[src/assert_macros.svh]
// Assertion macros used by the modulator RTL.
// Needs a clock named clk and an active-low reset named rst_n in the using scope.
`ifndef ASSERT_MACROS_SVH
`define ASSERT_MACROS_SVH

// A condition that holds at every clock edge out of reset.
`define ASSERT_ALWAYS(label, expr) \
    label: assert property (@(posedge clk) disable iff (!rst_n) (expr)) \
        else $error("invariant violated");

// A consequence that holds in the same cycle as its cause.
`define ASSERT_IMPLIES(label, ante, cons) \
    label: assert property (@(posedge clk) disable iff (!rst_n) (ante) |-> (cons)) \
        else $error("same-cycle implication violated");

// A consequence that holds in the cycle after its cause.
`define ASSERT_NEXT(label, ante, cons) \
    label: assert property (@(posedge clk) disable iff (!rst_n) (ante) |=> (cons)) \
        else $error("next-cycle implication violated");

`endif

[src/dabtps_pkg.sv]
// Types, widths and register codes of the triple-phase-shift modulator.
// No dependencies; the channel interfaces and the modules use it by scoped names.
package dabtps_pkg;

    localparam int DUTY_BITS   = 12;
    localparam int OFFSET_BITS = 11;
    localparam int PHASE_BITS  = 16;
    localparam int HALF_BITS   = 11;
    localparam int MID_BITS    = 11;
    localparam int MARGIN_BITS = 6;
    localparam int TRIG_BITS   = 8;
    localparam int TRANS_BITS  = 12;
    localparam int CMP_BITS    = 16;

    // Fraction scale of every offset sum, and the width of the multiplicand.
    localparam int FRAC_SHIFT = DUTY_BITS + 16;
    localparam int XW         = DUTY_BITS + 19;
    localparam int PW         = XW + PHASE_BITS;
    localparam int MUL_STEPS  = PHASE_BITS;
    localparam int CNT_BITS   = $clog2(MUL_STEPS);

    localparam int CFG_INDEX_BITS = 4;
    localparam int CFG_DATA_BITS  = 16;

    // Register indexes of the configuration port.
    localparam logic [CFG_INDEX_BITS-1:0] REG_HALF_PERIOD = 4'd0;
    localparam logic [CFG_INDEX_BITS-1:0] REG_MIDPOINT    = 4'd1;
    localparam logic [CFG_INDEX_BITS-1:0] REG_MARGIN      = 4'd2;
    localparam logic [CFG_INDEX_BITS-1:0] REG_TRIG_OFFSET = 4'd3;

    localparam logic [HALF_BITS-1:0]   HALF_RESET   = 11'd450;
    localparam logic [MID_BITS-1:0]    MID_RESET    = 11'd448;
    localparam logic [MARGIN_BITS-1:0] MARGIN_RESET = 6'd3;
    localparam logic [TRIG_BITS-1:0]   TRIG_RESET   = 8'd10;
    localparam logic [OFFSET_BITS-1:0] PREV_RESET   = 11'd449;

    typedef logic [OFFSET_BITS-1:0] leg_t;
    typedef logic [XW-1:0]          mcand_t;
    typedef logic [PW-1:0]          prod_t;

    typedef struct packed {
        logic [DUTY_BITS-1:0]         duty_primary;
        logic [DUTY_BITS-1:0]         duty_secondary;
        logic signed [PHASE_BITS-1:0] phase_command;
    } in_item_t;

    typedef struct packed {
        leg_t                  primary_leg_a;
        leg_t                  primary_leg_b;
        leg_t                  secondary_leg_a;
        leg_t                  secondary_leg_b;
        logic [TRANS_BITS-1:0] transition_primary_a;
        logic [TRANS_BITS-1:0] transition_primary_b;
        logic [TRANS_BITS-1:0] transition_secondary_a;
        logic [TRANS_BITS-1:0] transition_secondary_b;
        logic [CMP_BITS-1:0]   trigger_compare;
    } out_item_t;

    typedef struct packed {
        logic [HALF_BITS-1:0]   half_period;
        logic [MID_BITS-1:0]    transition_midpoint;
        logic [MARGIN_BITS-1:0] transition_margin;
        logic [TRIG_BITS-1:0]   trigger_offset;
    } cfg_t;

    typedef struct packed {
        leg_t prev_pa;
        leg_t prev_pb;
        leg_t prev_sa;
        leg_t prev_sb;
    } prev_t;

endpackage

[src/dabtps_in_if.sv]
// Request channel carrying one set of duty codes and a phase command.
// Depends on dabtps_pkg for the payload type.
interface dabtps_in_if;
    logic                 valid;
    logic                 ready;
    dabtps_pkg::in_item_t data;

    modport source (output valid, output data, input ready);
    modport sink (input valid, input data, output ready);
endinterface

[src/dabtps_out_if.sv]
// Result channel carrying leg offsets, transition and trigger compares.
// Depends on dabtps_pkg for the payload type.
interface dabtps_out_if;
    logic                  valid;
    logic                  ready;
    dabtps_pkg::out_item_t data;

    modport source (output valid, output data, input ready);
    modport sink (input valid, input data, output ready);
endinterface

[src/dabtps_cfg_if.sv]
// Configuration write channel: register index and write data.
// Depends on dabtps_pkg for the field widths.
interface dabtps_cfg_if;
    logic                                   valid;
    logic                                   ready;
    logic [dabtps_pkg::CFG_INDEX_BITS-1:0]  index;
    logic [dabtps_pkg::CFG_DATA_BITS-1:0]   data;

    modport source (output valid, output index, output data, input ready);
    modport sink (input valid, input index, input data, output ready);
endinterface

[src/dabtps_mul.sv]
// Bit-serial shift-and-add multiplier, one multiplier bit per cycle.
// Depends on dabtps_pkg for widths.
module dabtps_mul (
    input  logic                                clk,
    input  logic                                rst_n,
    input  logic                                start,
    input  dabtps_pkg::mcand_t                  mcand,
    input  logic [dabtps_pkg::PHASE_BITS-1:0]   mplier,
    output dabtps_pkg::prod_t                   prod,
    output logic                                busy,
    output logic                                done
);

    dabtps_pkg::prod_t                  acc_reg;
    dabtps_pkg::prod_t                  mcand_reg;
    logic [dabtps_pkg::PHASE_BITS-1:0]  mplier_reg;
    logic [dabtps_pkg::CNT_BITS-1:0]    cnt_reg;
    logic                               busy_reg;
    logic                               done_reg;

    // Control: step counter, busy and done flags.
    always_ff @(posedge clk or negedge rst_n)
    begin
        if (!rst_n)
        begin
            cnt_reg  <= '0;
            busy_reg <= 1'b0;
            done_reg <= 1'b0;
        end
        else if (start)
        begin
            cnt_reg  <= '0;
            busy_reg <= 1'b1;
            done_reg <= 1'b0;
        end
        else if (busy_reg)
        begin
            cnt_reg <= cnt_reg + 1'b1;
            if (cnt_reg == dabtps_pkg::CNT_BITS'(dabtps_pkg::MUL_STEPS - 1))
            begin
                busy_reg <= 1'b0;
                done_reg <= 1'b1;
            end
        end
        else
        begin
            done_reg <= 1'b0;
        end
    end

    // Datapath: add the shifted multiplicand for each set multiplier bit.
    always_ff @(posedge clk)
    begin
        if (start)
        begin
            acc_reg    <= '0;
            mcand_reg  <= dabtps_pkg::prod_t'(mcand);
            mplier_reg <= mplier;
        end
        else if (busy_reg)
        begin
            if (mplier_reg[0])
            begin
                acc_reg <= acc_reg + mcand_reg;
            end
            mcand_reg  <= mcand_reg << 1;
            mplier_reg <= mplier_reg >> 1;
        end
    end

    assign prod = acc_reg;
    assign busy = busy_reg;
    assign done = done_reg;

endmodule

[src/dabtps_fin.sv]
// Offset finishing: truncation, saturation, zero avoidance, transitions, trigger.
// Depends on dabtps_pkg for types and widths.
module dabtps_fin (
    input  dabtps_pkg::prod_t     prod_pa,
    input  dabtps_pkg::prod_t     prod_pb,
    input  dabtps_pkg::prod_t     prod_sa,
    input  dabtps_pkg::prod_t     prod_sb,
    input  dabtps_pkg::prev_t     prev,
    input  dabtps_pkg::cfg_t      cfg,
    output dabtps_pkg::out_item_t result
);

    localparam int VW = dabtps_pkg::PW - dabtps_pkg::FRAC_SHIFT;
    localparam dabtps_pkg::leg_t LEG_MAX = '1;

    // Drop the fraction and saturate at the top offset code.
    function automatic dabtps_pkg::leg_t to_offset(input dabtps_pkg::prod_t p);
        logic [VW-1:0] v;
        v = p[dabtps_pkg::PW-1:dabtps_pkg::FRAC_SHIFT];
        if (|v[VW-1:dabtps_pkg::OFFSET_BITS])
            return LEG_MAX;
        else
            return v[dabtps_pkg::OFFSET_BITS-1:0];
    endfunction

    // Transition compare from the new and previous offset around the midpoint.
    function automatic logic [dabtps_pkg::TRANS_BITS-1:0] transition(
        input dabtps_pkg::leg_t                   x,
        input dabtps_pkg::leg_t                   m,
        input logic [dabtps_pkg::MID_BITS-1:0]    mid,
        input logic [dabtps_pkg::MARGIN_BITS-1:0] margin
    );
        logic [dabtps_pkg::TRANS_BITS-1:0] t;
        if (x >= mid && m <= mid)
            t = dabtps_pkg::TRANS_BITS'(x) + dabtps_pkg::TRANS_BITS'(margin);
        else if (x <= mid && m >= mid)
            t = (m >= dabtps_pkg::OFFSET_BITS'(margin))
                ? dabtps_pkg::TRANS_BITS'(m - dabtps_pkg::OFFSET_BITS'(margin)) : '0;
        else
            t = dabtps_pkg::TRANS_BITS'(mid);
        return t;
    endfunction

    function automatic dabtps_pkg::leg_t bump(input dabtps_pkg::leg_t v, input logic any_zero);
        return (any_zero && v != LEG_MAX) ? v + 1'b1 : v;
    endfunction

    dabtps_pkg::leg_t sat_pa, sat_pb, sat_sa, sat_sb;
    dabtps_pkg::leg_t pa, pb, sa, sb;
    logic             any_zero;

    assign sat_pa = to_offset(prod_pa);
    assign sat_pb = to_offset(prod_pb);
    assign sat_sa = to_offset(prod_sa);
    assign sat_sb = to_offset(prod_sb);

    // A zero offset on any leg moves every leg below the top offset code up by one.
    assign any_zero = (sat_pa == '0) || (sat_pb == '0) || (sat_sa == '0) || (sat_sb == '0);
    assign pa = bump(sat_pa, any_zero);
    assign pb = bump(sat_pb, any_zero);
    assign sa = bump(sat_sa, any_zero);
    assign sb = bump(sat_sb, any_zero);

    // Assemble the result item.
    always_comb
    begin
        result.primary_leg_a          = pa;
        result.primary_leg_b          = pb;
        result.secondary_leg_a        = sa;
        result.secondary_leg_b        = sb;
        result.transition_primary_a   = transition(pa, prev.prev_pa,
                                          cfg.transition_midpoint, cfg.transition_margin);
        result.transition_primary_b   = transition(pb, prev.prev_pb,
                                          cfg.transition_midpoint, cfg.transition_margin);
        result.transition_secondary_a = transition(sa, prev.prev_sa,
                                          cfg.transition_midpoint, cfg.transition_margin);
        result.transition_secondary_b = transition(sb, prev.prev_sb,
                                          cfg.transition_midpoint, cfg.transition_margin);
        result.trigger_compare        = dabtps_pkg::CMP_BITS'({cfg.half_period, 1'b0})
                                      - dabtps_pkg::CMP_BITS'(sb)
                                      - dabtps_pkg::CMP_BITS'(cfg.trigger_offset);
    end

endmodule

[src/dab_triple_phase_shift_modulator_unit.sv]
// Top level of the dual active bridge triple-phase-shift modulator.
// Depends on dabtps_pkg, the channel interfaces, dabtps_mul, dabtps_fin, assert_macros.svh.
//
//   channel | direction | carries
//   cmd     | in        | duty_primary, duty_secondary, phase_command
//   rsp     | out       | four leg offsets, four transition compares, trigger compare
//   cfg     | in        | register index and write data, always ready
//
// An item passes from acceptance through a setup state, the phase product on the
// bit-serial multiplier of lane 0, the four leg products in parallel lanes, and a hold
// state that loads the output register once it is free. A new request is taken once the
// previous result is loaded; a result waiting in the output register does not block the next
// request until that request is finished. Reset restores register defaults and the
// previous offsets.
`include "assert_macros.svh"

module dab_triple_phase_shift_modulator_unit (
    input  logic          clk,
    input  logic          rst_n,
    dabtps_in_if.sink     cmd,
    dabtps_out_if.source  rsp,
    dabtps_cfg_if.sink    cfg
);

    typedef enum logic [4:0] {
        ST_IDLE  = 5'b00001,
        ST_PREP  = 5'b00010,
        ST_SHIFT = 5'b00100,
        ST_LEGS  = 5'b01000,
        ST_HOLD  = 5'b10000
    } state_t;

    localparam logic [dabtps_pkg::DUTY_BITS:0] DUTY_ONE =
        {1'b1, {dabtps_pkg::DUTY_BITS{1'b0}}};

    state_t                 state_reg, state_next;
    dabtps_pkg::cfg_t       cfg_reg;
    dabtps_pkg::prev_t      prev_reg;
    dabtps_pkg::in_item_t   item_reg;
    dabtps_pkg::out_item_t  out_reg;
    logic                   out_valid_reg;

    logic                   accept;
    logic                   load;
    logic [3:0]             lane_start;
    logic [3:0]             lane_busy;
    logic [3:0]             lane_done;
    dabtps_pkg::prod_t      lane_prod [4];
    dabtps_pkg::mcand_t     lane_mcand [4];
    logic [dabtps_pkg::PHASE_BITS-1:0] lane_mplier [4];
    dabtps_pkg::out_item_t  result;

    // Configuration registers.
    assign cfg.ready = 1'b1;

    always_ff @(posedge clk or negedge rst_n)
    begin
        if (!rst_n)
        begin
            cfg_reg.half_period         <= dabtps_pkg::HALF_RESET;
            cfg_reg.transition_midpoint <= dabtps_pkg::MID_RESET;
            cfg_reg.transition_margin   <= dabtps_pkg::MARGIN_RESET;
            cfg_reg.trigger_offset      <= dabtps_pkg::TRIG_RESET;
        end
        else if (cfg.valid)
        begin
            case (cfg.index)
                dabtps_pkg::REG_HALF_PERIOD:
                    cfg_reg.half_period <= cfg.data[dabtps_pkg::HALF_BITS-1:0];
                dabtps_pkg::REG_MIDPOINT:
                    cfg_reg.transition_midpoint <= cfg.data[dabtps_pkg::MID_BITS-1:0];
                dabtps_pkg::REG_MARGIN:
                    cfg_reg.transition_margin <= cfg.data[dabtps_pkg::MARGIN_BITS-1:0];
                dabtps_pkg::REG_TRIG_OFFSET:
                    cfg_reg.trigger_offset <= cfg.data[dabtps_pkg::TRIG_BITS-1:0];
                default:
                    ;
            endcase
        end
    end

    // Sequencer.
    assign cmd.ready = (state_reg == ST_IDLE);
    assign accept    = cmd.valid && cmd.ready;
    assign load      = (state_reg == ST_HOLD) && (!out_valid_reg || rsp.ready);

    always_comb
    begin
        state_next = state_reg;
        case (state_reg)
            ST_IDLE:  if (accept) state_next = ST_PREP;
            ST_PREP:  state_next = ST_SHIFT;
            ST_SHIFT: if (lane_done[0]) state_next = ST_LEGS;
            ST_LEGS:  if (lane_done[0]) state_next = ST_HOLD;
            ST_HOLD:  if (load) state_next = ST_IDLE;
            default:  state_next = ST_IDLE;
        endcase
    end

    always_ff @(posedge clk or negedge rst_n)
    begin
        if (!rst_n)
            state_reg <= ST_IDLE;
        else
            state_reg <= state_next;
    end

    always_ff @(posedge clk)
    begin
        if (accept)
            item_reg <= cmd.data;
    end

    // Branch selection and the multiplicands of each leg.
    logic [dabtps_pkg::DUTY_BITS-1:0]  c1, c2;
    logic [dabtps_pkg::DUTY_BITS:0]    csum;
    logic [dabtps_pkg::PHASE_BITS-1:0] mag;
    logic                              negative, wide;
    dabtps_pkg::mcand_t                scale, shift_prod;
    dabtps_pkg::mcand_t                inv1, inv2, hsum, hd12, hd21;
    dabtps_pkg::mcand_t                p1, p2, s1, s2;

    always_comb
    begin
        c1       = item_reg.duty_primary;
        c2       = item_reg.duty_secondary;
        csum     = {1'b0, c1} + {1'b0, c2};
        negative = item_reg.phase_command[dabtps_pkg::PHASE_BITS-1];
        mag      = negative ? (~item_reg.phase_command + 1'b1) : item_reg.phase_command;
        wide     = (csum >= DUTY_ONE);
        scale    = wide ? (dabtps_pkg::mcand_t'(1) << (dabtps_pkg::DUTY_BITS + 2))
                        : (dabtps_pkg::mcand_t'(csum) << 2);
        shift_prod = lane_prod[0][dabtps_pkg::XW-1:0];

        inv1 = dabtps_pkg::mcand_t'(DUTY_ONE - {1'b0, c1}) << 16;
        inv2 = dabtps_pkg::mcand_t'(DUTY_ONE - {1'b0, c2}) << 16;
        hsum = dabtps_pkg::mcand_t'({DUTY_ONE, 1'b0} - {2'b0, c1} - {2'b0, c2}) << 15;
        hd12 = (c1 >= c2) ? (dabtps_pkg::mcand_t'(c1 - c2) << 15) : '0;
        hd21 = (c2 >= c1) ? (dabtps_pkg::mcand_t'(c2 - c1) << 15) : '0;

        if (c1 == c2)
        begin
            p1 = '0;   p2 = inv1; s1 = '0;   s2 = inv1;
        end
        else if (c1 > c2)
        begin
            p1 = hd12; p2 = wide ? hsum : (inv1 + hd12); s1 = '0; s2 = inv2;
        end
        else
        begin
            p1 = '0;   p2 = inv1; s1 = hd21; s2 = wide ? hsum : (inv2 + hd21);
        end

        // Lane 0 first forms the phase product, then all lanes form leg products.
        lane_start[0] = (state_reg == ST_PREP) || ((state_reg == ST_SHIFT) && lane_done[0]);
        for (int i = 1; i < 4; i++)
            lane_start[i] = (state_reg == ST_SHIFT) && lane_done[0];

        lane_mcand[0] = (state_reg == ST_PREP) ? scale
                                               : (negative ? p1 : p1 + shift_prod);
        lane_mcand[1] = negative ? p2 : p2 + shift_prod;
        lane_mcand[2] = negative ? s1 + shift_prod : s1;
        lane_mcand[3] = negative ? s2 + shift_prod : s2;

        lane_mplier[0] = (state_reg == ST_PREP) ? mag
                                                : dabtps_pkg::PHASE_BITS'(cfg_reg.half_period);
        for (int i = 1; i < 4; i++)
            lane_mplier[i] = dabtps_pkg::PHASE_BITS'(cfg_reg.half_period);
    end

    // Four multiplier lanes.
    for (genvar g = 0; g < 4; g++)
    begin : g_lane
        dabtps_mul u_mul (
            .clk    (clk),
            .rst_n  (rst_n),
            .start  (lane_start[g]),
            .mcand  (lane_mcand[g]),
            .mplier (lane_mplier[g]),
            .prod   (lane_prod[g]),
            .busy   (lane_busy[g]),
            .done   (lane_done[g])
        );
    end

    dabtps_fin u_fin (
        .prod_pa (lane_prod[0]),
        .prod_pb (lane_prod[1]),
        .prod_sa (lane_prod[2]),
        .prod_sb (lane_prod[3]),
        .prev    (prev_reg),
        .cfg     (cfg_reg),
        .result  (result)
    );

    // Previous offsets and output register.
    always_ff @(posedge clk or negedge rst_n)
    begin
        if (!rst_n)
        begin
            prev_reg      <= {4{dabtps_pkg::PREV_RESET}};
            out_valid_reg <= 1'b0;
        end
        else
        begin
            if (load)
            begin
                prev_reg.prev_pa <= result.primary_leg_a;
                prev_reg.prev_pb <= result.primary_leg_b;
                prev_reg.prev_sa <= result.secondary_leg_a;
                prev_reg.prev_sb <= result.secondary_leg_b;
                out_valid_reg    <= 1'b1;
            end
            else if (rsp.ready)
            begin
                out_valid_reg <= 1'b0;
            end
        end
    end

    always_ff @(posedge clk)
    begin
        if (load)
            out_reg <= result;
    end

    assign rsp.valid = out_valid_reg;
    assign rsp.data  = out_reg;

    // Checks on the sequencing of the lanes and the output register.
    `ASSERT_IMPLIES(a_ready_lanes_free, cmd.ready, lane_busy == 4'b0000)
    `ASSERT_ALWAYS(a_leg_lanes_sync, lane_done[1] == lane_done[2] && lane_done[2] == lane_done[3])
    `ASSERT_NEXT(a_load_shows_result, load, rsp.valid && state_reg == ST_IDLE)

endmodule
[src/flat_wrapper.sv]
// flat-port wrapper written by rule: the top's interface ports become plain ports
module dab_triple_phase_shift_modulator_unit_flat 
  (clk, rst_n, cmd_valid, cmd_data, cmd_ready, rsp_valid, rsp_data, rsp_ready, cfg_valid, cfg_index, cfg_data, cfg_ready);
  dabtps_in_if cmd_i ();
  dabtps_out_if rsp_i ();
  dabtps_cfg_if cfg_i ();
  input  logic clk;
  input  logic rst_n;
  input wire logic [$bits(cmd_i.valid)-1:0] cmd_valid;
  input wire logic [$bits(cmd_i.data)-1:0] cmd_data;
  output wire logic [$bits(cmd_i.ready)-1:0] cmd_ready;
  output wire logic [$bits(rsp_i.valid)-1:0] rsp_valid;
  output wire logic [$bits(rsp_i.data)-1:0] rsp_data;
  input wire logic [$bits(rsp_i.ready)-1:0] rsp_ready;
  input wire logic [$bits(cfg_i.valid)-1:0] cfg_valid;
  input wire logic [$bits(cfg_i.index)-1:0] cfg_index;
  input wire logic [$bits(cfg_i.data)-1:0] cfg_data;
  output wire logic [$bits(cfg_i.ready)-1:0] cfg_ready;
  assign cmd_i.valid = cmd_valid;
  assign cmd_i.data = cmd_data;
  assign cmd_ready = cmd_i.ready;
  assign rsp_valid = rsp_i.valid;
  assign rsp_data = rsp_i.data;
  assign rsp_i.ready = rsp_ready;
  assign cfg_i.valid = cfg_valid;
  assign cfg_i.index = cfg_index;
  assign cfg_i.data = cfg_data;
  assign cfg_ready = cfg_i.ready;
  dab_triple_phase_shift_modulator_unit u_core (.clk(clk), .rst_n(rst_n), .cmd(cmd_i), .rsp(rsp_i), .cfg(cfg_i));
endmodule
[config.mk]
export PLATFORM = sky130hd
export DESIGN_NAME = dab_triple_phase_shift_modulator_unit_flat
export DESIGN_NICKNAME = d
export VERILOG_FILES = /design/src/dabtps_pkg.sv /design/src/dabtps_in_if.sv /design/src/dabtps_out_if.sv /design/src/dabtps_cfg_if.sv /design/src/dabtps_mul.sv /design/src/dabtps_fin.sv /design/src/dab_triple_phase_shift_modulator_unit.sv /design/src/flat_wrapper.sv
export VERILOG_INCLUDE_DIRS = /design/src /design/src/src
export SDC_FILE = /design/constraint.sdc
export NUM_CORES = 2
export LEC_CHECK = 0
export BUFFER_PORTS_ARGS = -buffer_cell sky130_fd_sc_hd__buf_2
export CAP_MARGIN = 5
export CORE_MARGIN = 3
export CORE_UTILIZATION = 60
export CTS_CLUSTER_DIAMETER = 200
export CTS_CLUSTER_SIZE = 8
export DETAILED_ROUTE_END_ITERATION = 6
export GPL_TIMING_DRIVEN = 0
export PLACE_DENSITY = 0.83
export SYNTH_ARGS = -nofsm -noshare
export SYNTH_HDL_FRONTEND = slang
export SYNTH_SLANG_ARGS = --single-unit
[constraint.sdc]
create_clock -name clk -period 8.5 [get_ports clk]
set_clock_uncertainty 0.2 [all_clocks]
set_input_delay 0.425 -clock clk [delete_from_list [all_inputs] [get_ports clk]]
set_output_delay 0.425 -clock clk [all_outputs]
set_load 0.005 [all_outputs]
==> results.py <==
metrics = {
    "final_layout": {
        "layout.nets": 6525,
        "final_util_pct": 68.01,
        "area_growth_syn_to_layout_pct": 11.59,
        "final_area_um2": 55140,
        "drive_gt1_share_pct": 7.577,
        "final_cells": 7081,
    },
    "die": {
        "fp.dieW_um": 293.0,
        "fp.dieH_um": 293.0,
        "rows": 104,
        "core-area_um2": 81070,
        "fp.dieArea_um2": 85830,
        "ioPinCount": 176,
        "initial_core_util_pct": 60.95,
    },
    "status": {
        "failed_checks": "DRC",
        "status": "finished with violations",
    },
    "worst_hold_path": {
        "min_from": "cfg_index[1]",
        "hold_path.class": "in2reg",
        "min_to": "u_core.cfg_reg[26]",
        "holdPathStages": 3,
    },
    "global_route": {
        "grt_pass1_wl_mm": 239.8,
        "grt_remaining_overflow": 0,
        "grt.total_usage_pct": 35.13,
        "antenna_found_initial": 2,
        "grt_max_degree": 67,
        "grt_pass1_vias": 43640,
    },
    "drt": {
        "drc": 6,
        "ant_nets": 0,
        "routed_via_density": 6.411,
        "via_count": 45400,
        "drt_wl_total_mm": 154.8,
        "post_drt_wl_per_cell_um": 21.86,
        "dr.pass1.iters": 7,
        "drt_iter0_drc": 4330,
    },
    "synth": {
        "synth_seq_cells": 678,
        "ys.flop_type": "edfxtp_1",
        "synth_fp_nets": 6192,
        "synth_area_um2": 49410,
        "ys_warn_count": 0,
        "yosysUniqueCellTypes": 111,
        "synth_cells": 5611,
        "yosysSeqAreaShare_pct": 35.09,
        "synth-edff-count": 319,
        "synthArstFlopShare_pct": 15.78,
        "syn-mean-instance-area_um2": 8.806,
    },
    "placed_design": {
        "dp_hpwl_mm": 116.6,
        "port_buffers": 169,
        "dp_cells": 6848,
        "gp_congestion": 1.031,
        "dpl_worst_slack_ns": -0.2882,
        "place_area_um2": 51770,
    },
    "power_and_ir_drop": {
        "leakage_nw": 24.26,
        "power_mw": 21.72,
        "p_per_area_nw_per_um2": 394.0,
        "ir_drop_v": 0.0003551,
    },
    "sta": {
        "relSlewSlack_pct": 15.58,
        "hold-worst-slack_ns": 0.04227,
        "timing.fmax_mhz": 121.7,
        "finalSetupViolCount": 0,
        "worst_pin_slew_ns": 1.266,
        "fin_crit_sh_pct": 96.64,
        "hold_viol": 0,
        "tns_ns": 0,
        "setup_ws_ns": 0.2857,
        "finalCriticalPeriod_ns": 8.214,
        "slew_viol_final": 0,
    },
    "critical_path": {
        "r2r_setup_slack_ns": 0.29,
        "arrival_ns": 8.34,
        "crit_slowest_cell": "edfxtp_1",
        "critPathMaxFanout": 10,
        "crit_required_ns": 8.63,
        "endpoint_kind": "flop",
        "rr_worst_depth": 33,
        "slowest_delay_ns": 0.48,
        "cp_common_cell": "o21ai_0",
        "critical_path_class": "reg2reg",
        "r2r_start": "u_core.c2[1]",
        "cp-start-kind": "flop",
        "rr_endpoint": "u_core.g_lane[1].u_mul.mcand_reg[30]",
    },
    "clocking": {
        "ctsHtreeMaxLevel": 3,
        "cts_buffer_depth": 3,
        "clock_latency_ns": 0.67,
        "cts_root_buf": "clkbuf_16",
        "cts_sinks": 678,
        "clk_pin_slew_worst_paths_ns": 0.05,
        "tritoncts": "yes",
        "cts_buffers": 94,
    },
    "run": {
        "drv_cap": 0,
    },
}
[per-layer routing]
layer	global-route usage [%]	wire (um)	vias to the layer above
met5	0	0	-
met4	21.75	11590	0
met3	6.379	13780	624
met2	58.06	70240	2351
met1	42.73	59200	21400
li1	-	-	21020
[worst max-delay path by stage]
stage | start | to | slack (ns) | cells past startpoint
after detailed placement | u_core.c2[1] | u_core.g_lane[1].u_mul.mcand_reg[30] | -0.29 | 33
final | u_core.c2[1] | u_core.g_lane[1].u_mul.mcand_reg[30] | 0.29 | 33
after global routing | u_core.c2[1] | u_core.g_lane[1].u_mul.mcand_reg[30] | -0.02 | 33
after CTS | u_core.c2[1] | u_core.g_lane[1].u_mul.mcand_reg[30] | 0.07 | 33
after global placement | u_core.c2[1] | u_core.g_lane[1].u_mul.mcand_reg[30] | -0.23 | 32
after floorplan | u_core.c2[1] | u_core.g_lane[1].u_mul.mcand_reg[30] | 1.70 | 32
[report_power, final]
part / leakage (nW) / internal, mW / total, mW / switching [mW]
Clock: 1.30 / 2.12 / 3.58 / 1.46
Sequential: 6.35 / 4.55 / 5.52 / 0.970
Combinational: 16.6 / 4.96 / 12.6 / 7.66
[final cells by class]
cell class                      count  area [um2]
Clock buffer                      167        2700
Antenna cell                        3       7.507
Multi-Input combinational cell   4486       30390
Fill cell                        6365       25930
Timing Repair Buffer              238        1613
Inverter                          216       815.8
Tap cell                         1060        1326
Sequential cell                   678       17340
Clock inverter                      3       37.54
Buffer                            230       904.6
[placed cells by master, fill, tap and decap left out, types with 79 or more instances in the layout]
master,n
inv_1,214
buf_2,170
nor3_1,120
nand3_1,103
clkbuf_16,97
clkbuf_1,266
dfxtp_1,252
a21o_1,210
o21ai_0,320
a21oi_1,546
dfrtp_1,79
edfxtp_1,319
mux2i_1,98
xor2_1,119
nor2_1,454
ha_1,492
nand2_1,694
xnor2_1,278
[critical path: cells and delay by family (launching register included)]
kind,cells,cell delay [ns]
flops,1,0.48
buf+inv,3,0.84
simple gates,8,0.98
fa+ha+maj,3,0.97
mux,1,0.24
compound gates,16,3.62
xor+xnor,2,0.55
[cells by family (layout without fill, tap and decap cells)]
group                    after synthesis  in the layout  share of synthesized area, %
AND/OR/NAND/NOR                     1820           1820                         17.19
AO/OA/AOI/OAI                       1596           1596                         20.45
flip-flops                           678            678                         35.09
adder cells (fa/ha/maj)              516            516                         13.43
buffers and inverters                447            854                         3.474
XOR/XNOR                             398            398                         7.070
multiplexers                         155            155                         3.284
other                                  1              4                      0.007590
[cell usage after synthesis (11+ instances only)]
master / number / area (um2)
a211o_1: 11 / 96.34
a211oi_1: 72 / 540.5
a21boi_0: 12 / 90.09
a21o_1: 210 / 1577
a21oi_1: 546 / 2733
a22o_1: 44 / 385.4
a22oi_1: 21 / 157.7
a31oi_1: 45 / 281.5
a41oi_1: 13 / 113.9
and2_1: 40 / 250.2
and3_1: 59 / 369.1
and4_1: 15 / 131.4
buf_1: 20 / 75.07
clkbuf_1: 202 / 758.2
dfrtp_1: 79 / 1977
dfstp_2: 28 / 735.7
dfxtp_1: 252 / 5045
edfxtp_1: 319 / 9579
fa_1: 24 / 480.5
ha_1: 492 / 6156
inv_1: 214 / 803.3
mux2_2: 57 / 641.9
mux2i_1: 98 / 980.9
nand2_1: 694 / 2605
nand2b_1: 46 / 287.8
nand3_1: 103 / 515.5
nand3b_1: 11 / 82.58
nand4_1: 65 / 406.6
nor2_1: 455 / 1708
nor2b_1: 65 / 406.6
nor3_1: 120 / 600.6
nor3b_1: 16 / 120.1
nor4_1: 23 / 143.9
o211ai_1: 29 / 217.7
o21a_1: 50 / 375.4
o21ai_0: 322 / 1612
o21ai_1: 14 / 70.07
o21bai_1: 68 / 510.5
o31ai_1: 21 / 157.7
or3_1: 36 / 225.2
or4_1: 14 / 105.1
xnor2_1: 278 / 2435
xor2_1: 119 / 1042
[what timing repair did]
action	CTS	global route
pin swaps	0	1
setup endpoints to repair	2	5
gates resized for setup	3	8
hold buffers	56	0
endpoints found under the hold margin	140	0
setup buffers	0	4
No activity file was read; power rests on OpenSTA's default activity.
